File: src/ylga_pkg.sv
// ----------------------------------------------------------------------------
// ylga_pkg
// Types, coefficients and register codes of the luma gain pipeline.
// ----------------------------------------------------------------------------
`default_nettype none

package ylga_pkg;

   localparam int PIPE_DEPTH = 4;
   localparam int CSR_DATA_W = 10;
   localparam int CSR_INDEX_W = 1;

   typedef enum logic [CSR_INDEX_W-1:0] {
      CSR_LUMA_GAIN = 1'b0,
      CSR_HAS_ALPHA = 1'b1
   } csr_index_type;

   localparam logic [9:0] LUMA_GAIN_RESET = 10'd333;
   localparam logic       HAS_ALPHA_RESET = 1'b1;

   // RGB -> YUV, 12 fractional bits
   localparam logic signed [15:0] Y_R_COEF  = 16'sd1053;
   localparam logic signed [15:0] Y_G_COEF  = 16'sd2064;
   localparam logic signed [15:0] Y_B_COEF  = 16'sd401;
   localparam logic signed [21:0] Y_OFFSET  = 22'sd65536;
   localparam logic signed [15:0] V_R_COEF  = 16'sd1798;
   localparam logic signed [15:0] V_G_COEF  = 16'sd1507;
   localparam logic signed [15:0] V_B_COEF  = 16'sd291;
   localparam logic signed [15:0] U_R_COEF  = 16'sd606;
   localparam logic signed [15:0] U_G_COEF  = 16'sd1192;
   localparam logic signed [15:0] U_B_COEF  = 16'sd1798;

   // YUV -> RGB, 12 fractional bits
   localparam logic signed [15:0] LUMA_SCALE = 16'sd4768;
   localparam logic signed [30:0] LUMA_OFFSET = 31'sd16777216;
   localparam logic signed [15:0] B_U_COEF   = 16'sd8266;
   localparam logic signed [15:0] G_V_COEF   = 16'sd3330;
   localparam logic signed [15:0] G_U_COEF   = 16'sd1602;
   localparam logic signed [15:0] R_V_COEF   = 16'sd6537;

   typedef struct packed {
      logic [19:0]        y;
      logic signed [19:0] vd;
      logic signed [19:0] ud;
      logic [7:0]         alpha;
   } fwd_type;

   typedef struct packed {
      logic [29:0]        yg;
      logic signed [33:0] cb;
      logic signed [33:0] cg;
      logic signed [33:0] cr;
      logic [7:0]         alpha;
   } mul_type;

   typedef struct packed {
      logic signed [43:0] lum;
      logic signed [33:0] cb;
      logic signed [33:0] cg;
      logic signed [33:0] cr;
      logic [7:0]         alpha;
   } lum_type;

endpackage

`default_nettype wire

File: src/ycbcr_luma_gain_adjust.sv
// ----------------------------------------------------------------------------
// ycbcr_luma_gain_adjust
// BT.601 luma gain: RGB -> YUV, scale Y, YUV -> RGB with byte clamping.
// ----------------------------------------------------------------------------
// Four-stage pipeline taking one pixel item per clock unless the response
// side stalls. An accepted item passes the fwd, mul, lum and output
// registers in turn before rsp_valid rises. Stages: color transform, luma gain and
// chroma products, luma rescale, recombine and clamp into the output
// register. Every stage holds one item and frees itself as soon as its
// successor can take the item, so a stall on the response side stops the
// pipeline without losing a cycle and up to four items can be in flight.
// The user writes luma_gain (Q2.8) and has_alpha via csr only with no items
// in flight (not enforced by the block); has_alpha low forces alpha to 255.
`default_nettype none

module ycbcr_luma_gain_adjust (
   input  wire logic                              clock,
   input  wire logic                              reset,
   input  wire logic                              req_valid,
   output logic                                   req_ready,
   input  wire logic [7:0]                        req_blue_in,
   input  wire logic [7:0]                        req_green_in,
   input  wire logic [7:0]                        req_red_in,
   input  wire logic [7:0]                        req_alpha_in,
   output logic                                   rsp_valid,
   input  wire logic                              rsp_ready,
   output logic [7:0]                             rsp_blue_out,
   output logic [7:0]                             rsp_green_out,
   output logic [7:0]                             rsp_red_out,
   output logic [7:0]                             rsp_alpha_out,
   input  wire logic                              csr_write_en,
   input  wire logic [ylga_pkg::CSR_INDEX_W-1:0]  csr_index,
   input  wire logic [ylga_pkg::CSR_DATA_W-1:0]   csr_wdata
);

   logic [9:0]        luma_gain_ff, luma_gain_in;
   logic              has_alpha_ff, has_alpha_in;
   logic              fwd_valid, fwd_ready;
   ylga_pkg::fwd_type fwd_data;
   logic              lum_valid, lum_ready;
   ylga_pkg::lum_type lum_data;

   always_comb begin
      luma_gain_in = luma_gain_ff;
      has_alpha_in = has_alpha_ff;
      if (csr_write_en) begin
         unique case (ylga_pkg::csr_index_type'(csr_index))
            ylga_pkg::CSR_LUMA_GAIN: luma_gain_in = csr_wdata[9:0];
            ylga_pkg::CSR_HAS_ALPHA: has_alpha_in = csr_wdata[0];
            default: ;
         endcase
      end
   end

   always_ff @(posedge clock) begin
      if (reset) begin
         luma_gain_ff <= ylga_pkg::LUMA_GAIN_RESET;
         has_alpha_ff <= ylga_pkg::HAS_ALPHA_RESET;
      end else begin
         luma_gain_ff <= luma_gain_in;
         has_alpha_ff <= has_alpha_in;
      end
   end

   ylga_fwd_stage u_fwd (
      .clock     (clock),
      .reset     (reset),
      .has_alpha (has_alpha_ff),
      .up_valid  (req_valid),
      .up_ready  (req_ready),
      .blue      (req_blue_in),
      .green     (req_green_in),
      .red       (req_red_in),
      .alpha     (req_alpha_in),
      .dn_valid  (fwd_valid),
      .dn_ready  (fwd_ready),
      .dn_data   (fwd_data)
   );

   ylga_gain_stage u_gain (
      .clock     (clock),
      .reset     (reset),
      .luma_gain (luma_gain_ff),
      .up_valid  (fwd_valid),
      .up_ready  (fwd_ready),
      .up_data   (fwd_data),
      .dn_valid  (lum_valid),
      .dn_ready  (lum_ready),
      .dn_data   (lum_data)
   );

   ylga_out_stage u_out (
      .clock    (clock),
      .reset    (reset),
      .up_valid (lum_valid),
      .up_ready (lum_ready),
      .up_data  (lum_data),
      .dn_valid (rsp_valid),
      .dn_ready (rsp_ready),
      .blue     (rsp_blue_out),
      .green    (rsp_green_out),
      .red      (rsp_red_out),
      .alpha    (rsp_alpha_out)
   );

endmodule

`default_nettype wire

File: src/ylga_fwd_stage.sv
// ----------------------------------------------------------------------------
// ylga_fwd_stage
// First pipeline stage: RGB to studio-range Y and centered U, V.
// ----------------------------------------------------------------------------
`default_nettype none

module ylga_fwd_stage (
   input  wire logic             clock,
   input  wire logic             reset,
   input  wire logic             has_alpha,
   input  wire logic             up_valid,
   output logic                  up_ready,
   input  wire logic [7:0]       blue,
   input  wire logic [7:0]       green,
   input  wire logic [7:0]       red,
   input  wire logic [7:0]       alpha,
   output logic                  dn_valid,
   input  wire logic             dn_ready,
   output ylga_pkg::fwd_type     dn_data
);

   logic               valid_ff;
   ylga_pkg::fwd_type  data_ff;
   ylga_pkg::fwd_type  data_in;
   logic signed [21:0] r_s, g_s, b_s;
   logic signed [21:0] y_sum, vd_sum, ud_sum;

   always_comb begin
      r_s = $signed({14'b0, red});
      g_s = $signed({14'b0, green});
      b_s = $signed({14'b0, blue});
      y_sum  = r_s * ylga_pkg::Y_R_COEF + g_s * ylga_pkg::Y_G_COEF
             + b_s * ylga_pkg::Y_B_COEF + ylga_pkg::Y_OFFSET;
      vd_sum = r_s * ylga_pkg::V_R_COEF - g_s * ylga_pkg::V_G_COEF
             - b_s * ylga_pkg::V_B_COEF;
      ud_sum = b_s * ylga_pkg::U_B_COEF - r_s * ylga_pkg::U_R_COEF
             - g_s * ylga_pkg::U_G_COEF;
      data_in.y     = y_sum[19:0];
      data_in.vd    = vd_sum[19:0];
      data_in.ud    = ud_sum[19:0];
      data_in.alpha = has_alpha ? alpha : 8'hFF;
   end

   assign up_ready = !valid_ff || dn_ready;
   assign dn_valid = valid_ff;
   assign dn_data  = data_ff;

   always_ff @(posedge clock) begin
      if (reset) begin
         valid_ff <= 1'b0;
      end else if (up_ready) begin
         valid_ff <= up_valid;
      end
   end

   always_ff @(posedge clock) begin
      if (up_ready && up_valid) begin
         data_ff <= data_in;
      end
   end

endmodule

`default_nettype wire

File: src/ylga_gain_stage.sv
// ----------------------------------------------------------------------------
// ylga_gain_stage
// Stages two and three: luma gain and chroma products, then luma rescale.
// ----------------------------------------------------------------------------
`default_nettype none

module ylga_gain_stage (
   input  wire logic              clock,
   input  wire logic              reset,
   input  wire logic [9:0]        luma_gain,
   input  wire logic              up_valid,
   output logic                   up_ready,
   input  wire ylga_pkg::fwd_type up_data,
   output logic                   dn_valid,
   input  wire logic              dn_ready,
   output ylga_pkg::lum_type      dn_data
);

   logic               mul_valid_ff;
   ylga_pkg::mul_type  mul_ff;
   ylga_pkg::mul_type  mul_in;
   logic               mul_ready;
   logic               lum_valid_ff;
   ylga_pkg::lum_type  lum_ff;
   ylga_pkg::lum_type  lum_in;
   logic               lum_ready;
   logic signed [33:0] vd_w, ud_w;
   logic signed [30:0] y_diff;

   // stage two
   always_comb begin
      vd_w = 34'(up_data.vd);
      ud_w = 34'(up_data.ud);
      mul_in.yg    = {10'b0, up_data.y} * {20'b0, luma_gain};
      mul_in.cb    = ud_w * ylga_pkg::B_U_COEF;
      mul_in.cg    = vd_w * ylga_pkg::G_V_COEF + ud_w * ylga_pkg::G_U_COEF;
      mul_in.cr    = vd_w * ylga_pkg::R_V_COEF;
      mul_in.alpha = up_data.alpha;
   end

   // stage three: remove the black level and apply the 1.164 scale
   always_comb begin
      y_diff       = $signed({1'b0, mul_ff.yg}) - ylga_pkg::LUMA_OFFSET;
      lum_in.lum   = 44'(y_diff) * 44'(ylga_pkg::LUMA_SCALE);
      lum_in.cb    = mul_ff.cb;
      lum_in.cg    = mul_ff.cg;
      lum_in.cr    = mul_ff.cr;
      lum_in.alpha = mul_ff.alpha;
   end

   assign lum_ready = !lum_valid_ff || dn_ready;
   assign mul_ready = !mul_valid_ff || lum_ready;
   assign up_ready  = mul_ready;
   assign dn_valid  = lum_valid_ff;
   assign dn_data   = lum_ff;

   always_ff @(posedge clock) begin
      if (reset) begin
         mul_valid_ff <= 1'b0;
         lum_valid_ff <= 1'b0;
      end else begin
         if (mul_ready) begin
            mul_valid_ff <= up_valid;
         end
         if (lum_ready) begin
            lum_valid_ff <= mul_valid_ff;
         end
      end
   end

   always_ff @(posedge clock) begin
      if (mul_ready && up_valid) begin
         mul_ff <= mul_in;
      end
      if (lum_ready && mul_valid_ff) begin
         lum_ff <= lum_in;
      end
   end

endmodule

`default_nettype wire

File: src/ylga_out_stage.sv
// ----------------------------------------------------------------------------
// ylga_out_stage
// Last stage: recombine luma and chroma, clamp to bytes, output register.
// ----------------------------------------------------------------------------
`default_nettype none

module ylga_out_stage (
   input  wire logic              clock,
   input  wire logic              reset,
   input  wire logic              up_valid,
   output logic                   up_ready,
   input  wire ylga_pkg::lum_type up_data,
   output logic                   dn_valid,
   input  wire logic              dn_ready,
   output logic [7:0]             blue,
   output logic [7:0]             green,
   output logic [7:0]             red,
   output logic [7:0]             alpha
);

   logic               valid_ff;
   logic [7:0]         blue_ff, green_ff, red_ff, alpha_ff;
   logic [7:0]         blue_in, green_in, red_in;
   logic signed [45:0] lum_w, sum_b, sum_g, sum_r;

   // 32 fractional bits: negative -> 0, 256.0 or more -> 255, else truncate
   function automatic logic [7:0] to_channel(input logic signed [45:0] v);
      logic [7:0] res;
      if (v[45]) begin
         res = 8'h00;
      end else if (|v[44:40]) begin
         res = 8'hFF;
      end else begin
         res = v[39:32];
      end
      return res;
   endfunction

   always_comb begin
      lum_w    = 46'(up_data.lum);
      sum_b    = lum_w + (46'(up_data.cb) <<< 8);
      sum_g    = lum_w - (46'(up_data.cg) <<< 8);
      sum_r    = lum_w + (46'(up_data.cr) <<< 8);
      blue_in  = to_channel(sum_b);
      green_in = to_channel(sum_g);
      red_in   = to_channel(sum_r);
   end

   assign up_ready = !valid_ff || dn_ready;
   assign dn_valid = valid_ff;
   assign blue     = blue_ff;
   assign green    = green_ff;
   assign red      = red_ff;
   assign alpha    = alpha_ff;

   always_ff @(posedge clock) begin
      if (reset) begin
         valid_ff <= 1'b0;
      end else if (up_ready) begin
         valid_ff <= up_valid;
      end
   end

   always_ff @(posedge clock) begin
      if (up_ready && up_valid) begin
         blue_ff  <= blue_in;
         green_ff <= green_in;
         red_ff   <= red_in;
         alpha_ff <= up_data.alpha;
      end
   end

endmodule

`default_nettype wire

File: config.mk
export PLATFORM = sky130hd
export DESIGN_NAME = ycbcr_luma_gain_adjust
export DESIGN_NICKNAME = d
export VERILOG_FILES = /design/src/ylga_pkg.sv /design/src/ycbcr_luma_gain_adjust.sv /design/src/ylga_fwd_stage.sv /design/src/ylga_gain_stage.sv /design/src/ylga_out_stage.sv
export SDC_FILE = /design/constraint.sdc
export NUM_CORES = 2
export LEC_CHECK = 0
export BUFFER_PORTS_ARGS = -buffer_cell sky130_fd_sc_hd__clkbuf_2
export CORE_AREA = 2 2 342 344
export CTS_CLUSTER_SIZE = 16
export DETAILED_ROUTE_END_ITERATION = 7
export DIE_AREA = 0 0 344 346
export GPL_TIMING_DRIVEN = 0
export SLEW_MARGIN = 10
export SYNTH_ARGS = -nofsm -noshare
export SYNTH_HDL_FRONTEND = slang
export SYNTH_SLANG_ARGS = --single-unit
File: constraint.sdc
create_clock -name clock -period 17.1 [get_ports clock]
set_input_delay 0.855 -clock clock [delete_from_list [all_inputs] [get_ports clock]]
set_output_delay 0.855 -clock clock [all_outputs]
set_load 0.03 [all_outputs]
; ---- After elaboration in Yosys (flattened, before gate mapping)
; Cells that the tools add are included.
; Widths: inputs -> output; s select.
[word_totals]
rom_bits = 0
wordCells = 72
ram_bits = 0
register_bits = 402
mem_count = 0
latch_bits = 0
in_bits = 48
[op_classes]
magnitude_cmp = 0
bitwise_logic = 1
reduce_logical = 17
eq_ne = 0
div_mod_pow = 0
n_addsub = 12
n_mul = 15
n_mux = 3
shift = 0
[ops]
columns = op, count
row1 = $add 44x42->45, 2
row2 = $sub 20x20->20, 4
row3 = $mul 8x9->17 const B, 3
row4 = $sub 44x42->45, 1
row5 = $add 20x20->20, 2
row6 = $mul 31x9->39 const B, 1
row7 = $mul 8x11->19 const B, 2
row8 = $mul 8x10->18 const B, 2
row9 = $add 34x34->34, 1
row10 = $mul 20x14->34 const B, 1
row11 = $mul 20x14->33 const B, 1
row12 = $mul 20x12->32 const B, 1
row13 = $mul 8x8->16 const B, 2
row14 = $mul 20x11->31 const B, 1
row15 = $sub 30x25->31 const B, 1
row16 = $mul 20x10->30, 1
row17 = $mux 8, 3
row18 = $add 20x18->20 const B, 1
row19 = $reduce_or 5->1, 3
row20 = $logic_and 1x1->1, 4
row21 = $logic_not 1->1, 4
row22 = $logic_or 1x1->1, 4
row23 = $reduce_and 2->1, 2
row24 = $not 1->1, 1

; ---- Depth between registers and ports, before layout
[logic_depth]
word_depth = 6
ltp_mapped = 30
depth_no_buf = 30

; ---- Modules after synthesis
; A second synthesis with hierarchy kept.
[unflattened]
hier_cells = 5194
area_unflattened_um2 = 53367.4
[modules_own_cells]
columns = mod, n_inst, cells_each, area_per_inst_um2
row1 = ylga_gain_stage, 1, 3167, 33771.1
row2 = ylga_fwd_stage, 1, 1409, 14156.1
row3 = ylga_out_stage, 1, 571, 4973.5
row4 = ycbcr_luma_gain_adjust, 1, 47, 466.7

; ---- Least setup slack after synthesis
; No wires, ideal clock.
[synth_path]
kind = input to register
from = input rsp_ready
to = register u_gain.lum_ff, in the netlist u_gain.dn_data[0], enable pin
n_path_buf = 0
slack_ps = 5053
stages = 2
setup_time_ps = 861
arrival_time_ps = 11186
cell_sequence = nor2b_1 a21boi_0
[synth_between]
elab_chain_len = 3
[synth_rtl]
columns = item, line
row1 = "start, declared", ycbcr_luma_gain_adjust.sv:26  ; input wire logic rsp_ready,
row2 = $logic_or 1x1->1, ylga_out_stage.sv:49  ; assign up_ready = !valid_ff || dn_ready;
row3 = $logic_or 1x1->1, ylga_gain_stage.sv:51  ; assign lum_ready = !lum_valid_ff || dn_ready;
row4 = $logic_and 1x1->1, ylga_gain_stage.sv:75  ; if (lum_ready && mul_valid_ff) begin
row5 = "end signal, assigned", ylga_gain_stage.sv:76  ; lum_ff <= lum_in;
row6 = "end, declared", ylga_gain_stage.sv:24  ; ylga_pkg::lum_type lum_ff;
; Every way passes these cells.
; A chain may end at the register's enable or synchronous reset.

==> summary.md <==
| Metric | Value |
|---|---|
| Hold crit path type | `reg -> reg` |
| Number of buffers added on ports | `81` |
| Max Cap Viol | `0` |
| H-tree levels | `2` |
| Register area | `11600 um^2` |
| Critical path class | `reg -> reg` |
| Wire length per cell | `16.7 um` |
| Synthesized net count | `6681` |
| Antenna cells | `0` |
| Worst path arrival time | `7660 ps` |
| Ys async rst share | `0` |
| 1st-iter DRT viols | `1522` |
| Post-DP HPWL | `95.5 mm` |
| Total number of vias | `34600` |
| Synth Instances | `5084` |
| Detailed-route wire length | `113 mm` |
| Hold Crit Depth | `0` |
| Cts hold-fix bufs | `0` |
| Setup slack, reg-to-reg | `9820 ps` |
| Worst reg2reg path depth | `27` |
| Setup crit end kind | `register` |
| # IOs | `82` |
| Post-CTS Setup Bufs | `0` |
| Sink Count | `391` |
| Post-synth top flop | `edfxtp_1` |
| Largest net degree at the start of global routing | `33` |
| Synth Area in Compound Gates | `0.104` |
| Cell variety after synth | `82` |
| Clock buffer depth | `3` |
| Synth Register Bits | `391` |
| Post-synth EDFFs | `376` |
| Dpl cells | `6705` |
| Number of global-route vias before repair | `34800` |
| Final ANT Viol Nets | `0` |
| Share of layout cells above drive strength 1 | `0.0403` |
| Clk pin slew, worst setup/hold paths | `60 ps` |
| Fin. Hold Viols | `0` |
| DRC violations left | `0` |
| Routability Congestion | `0.907` |
| Setup crit start | `u_fwd.dn_data[30]` |
| Startpoint types | `register` |
| Non-filler cells, final | `6788` |
| Slew Limit Fails | `0` |
| Critical Path Sink | `u_gain.lum_in[75]` |
| Mux contribution to synthesized area | `0.000992` |
| Post-synthesis xor/xnor area fraction | `0.0639` |
| Multi-input gate area in the final layout | `36200 um^2` |
| YS warnings | `0` |
| Simple-Gate Fraction of Synth Area | `0.0834` |
| Clock skew | `23.6 ps` |
| Clock root buffer | `clkbuf_16` |
| Final Cycle Share | `0.426` |
| Period minus WS final | `7280 ps` |
| Relative slew margins | `0.345` |
| Largest family of logic cells by synthesized area | `adder cells` |
| Maximum clock frequency | `137 MHz` |
| Die Ht | `346 um` |
| Slew @ Worst Pin | `983 ps` |
| P&R area growth vs syn | `8.24%` |
| RR Startpoint | `u_fwd.dn_data[30]` |
| Worst-Skew Late Latency | `600 ps` |
| First-pass DRT Iterations | `7` |
| Global-route wire length before repair | `185 mm` |
| Synthesized area per cell | `10.2 um^2` |
| Worst r2r dst | `u_gain.lum_in[75]` |
| RSZ-0062 raised after global routing | `no` |
| Initial antenna violation count | `3` |
| CTS tree | `built` |
| Post_cts resized | `0` |
| Row Count | `125` |
| Filler cells | `10700` |
| Final setup violation count | `0` |
| Post-Synth Adder-Cell Area | `0.448` |
| Part of the Yosys area used for sequential elements | `0.224` |
| Worst Path Required | `17480 ps` |
| Total track usage | `0.195` |
| Chip Width | `344 um` |
| NumNets Final | `6825` |
| Inserted Clock Buffers | `45` |
| Synthesized cell area | `51700 um^2` |
| Initial Util | `0.448` |
| Overflow after GRT | `0` |
| Core Area | `115000 um^2` |
| Max Fanout on Critical Path | `7` |
| Routed vias/inst | `5.09` |
| Status | `complete, no violations` |
| Area of the die | `119000 um^2` |
-- cell usage in the layout (no fill, tap or decap), types with 51 or more instances in the layout --
cell type and instances:
a21o_1 106, a21oi_1 263, and2_1 113, clkbuf_2 81, edfxtp_1 376, fa_1 506
ha_1 1043, inv_1 990, nand2_1 249, nand3_1 61, nor2_1 207, nor2b_1 51
nor3_1 60, o21a_1 77, o21ai_0 162, xnor2_1 278, xor2_1 99
-- registers in the layout (all words and copies together) (netlist names) --
name	cells
has_alpha_ff	1
luma_gain_ff	10
u_fwd.dn_data	66
u_fwd.dn_valid	1
u_gain.dn_data	142
u_gain.dn_valid	1
u_gain.lum_in	106
u_gain.mul_ff	30
u_gain.mul_valid_ff	1
u_out.alpha	8
u_out.blue	8
u_out.dn_valid	1
u_out.green	8
u_out.red	8
-- worst min-delay path by stage --
stage | end | start | slack, ps
2_1_floorplan | u_gain.dn_data[0] | u_gain.lum_in[0] | 400
3_3_place_gp | u_gain.dn_data[109] | u_gain.lum_in[109] | 400
3_5_place_dp | u_gain.dn_data[0] | u_gain.lum_in[0] | 400
4_1_cts | u_gain.dn_data[101] | u_gain.lum_in[101] | 410
5_1_grt | u_gain.dn_data[10] | u_gain.lum_in[10] | 420
6_report | u_gain.dn_data[89] | u_gain.lum_in[89] | 410
-- critical path, cell delays in order (launching register included) --
cell and delay, ps:
edfxtp_1 570, ha_1 350, inv_1 100, fa_1 510, inv_1 40, ha_1 300
fa_1 460, ha_1 310, ha_1 330, nor2b_1 130, o21ai_0 110, a21boi_0 260
o21ai_0 140, a21boi_0 250, o21ai_0 140, a21boi_0 380, nor2_1 150, ha_1 390
a21oi_1 170, nor2_1 70, nor3_1 160, o311a_1 260, o31a_1 170, nor2_1 50
o41a_1 350, a31oi_1 380, o21ai_0 210, a221oi_1 330
-- per-stage QoR --
step	setup TNS (ps)	instance area [um^2]	worst slack, ps	utilization	hold slack (ps)
after detailed placement	0	54400	9220	0.471	405
after floorplan	0	51700	5050	-	400
final	0	56000	9820	0.485	410
after CTS	0	56000	9810	0.485	407
after global placement	-97050	54000	-705	0.468	401
after global routing	0	56000	9130	0.485	420
-- cell usage after synthesis, drive strengths merged (4+ instances only) --
cell / instances / area share
o2111ai: 4 / 0.00068
a31oi: 25 / 0.0030
o21ai: 169 / 0.016
edfxtp: 376 / 0.22
a41oi: 6 / 0.0010
a21boi: 22 / 0.0033
o21bai: 49 / 0.0072
a311o: 4 / 0.00077
fa: 506 / 0.20
and2: 114 / 0.014
or2: 9 / 0.0011
and3: 21 / 0.0025
a211o: 7 / 0.0012
a21oi: 266 / 0.026
nand4: 20 / 0.0024
dfxtp: 15 / 0.0058
xnor2: 278 / 0.047
nor2: 208 / 0.015
o31a: 7 / 0.0012
nand3: 61 / 0.0059
clkbuf: 46 / 0.0033
nor2b: 53 / 0.0064
a31o: 8 / 0.0014
nand3b: 8 / 0.0012
o211ai: 12 / 0.0017
mux2i: 4 / 0.00077
nor3: 60 / 0.0058
xor2: 99 / 0.017
nand2b: 43 / 0.0052
a211oi: 19 / 0.0028
inv: 991 / 0.072
a311oi: 5 / 0.00085
o21a: 78 / 0.011
and4: 4 / 0.00068
ha: 1043 / 0.25
o41ai: 8 / 0.0021
nand2: 249 / 0.018
or4: 9 / 0.0013
a21o: 107 / 0.016
o31ai: 12 / 0.0018
or3: 15 / 0.0018
-- routing by layer --
| layer | part of all wire | track usage | wire, um |
|---|---|---|---|
| met2 | 0.46 | 0.318 | 51900 |
| met1 | 0.49 | 0.280 | 54900 |
| met4 | 0.020 | 0.0398 | 2240 |
| met5 | 0.00015 | 0 | 17 |
| met3 | 0.036 | 0.0192 | 4100 |
-- kinds of logic (layout without fill, tap and decap cells) --
group	count (synthesis)	count (layout)
AO/OA/AOI/OAI	835	835
adder cells (fa/ha/maj)	1549	1549
AND/OR/NAND/NOR	887	887
XOR/XNOR	377	377
buffers and inverters	1040	1220
flip-flops	391	391
multiplexers	5	5
-- layout make-up --
| type | instances | share of cell area |
|---|---|---|
| Clock inverter | 32 | 0.00669 |
| Tap cell | 1524 | 0.0341 |
| Sequential cell | 391 | 0.207 |
| Timing Repair Buffer | 97 | 0.0134 |
| Clock buffer | 51 | 0.0213 |
| Multi-Input combinational cell | 3653 | 0.648 |
| Buffer | 48 | 0.00324 |
| Inverter | 992 | 0.0666 |
Power is not shown: default switching activity piles up to over one toggle a cycle in this logic, so the estimate is an artifact.
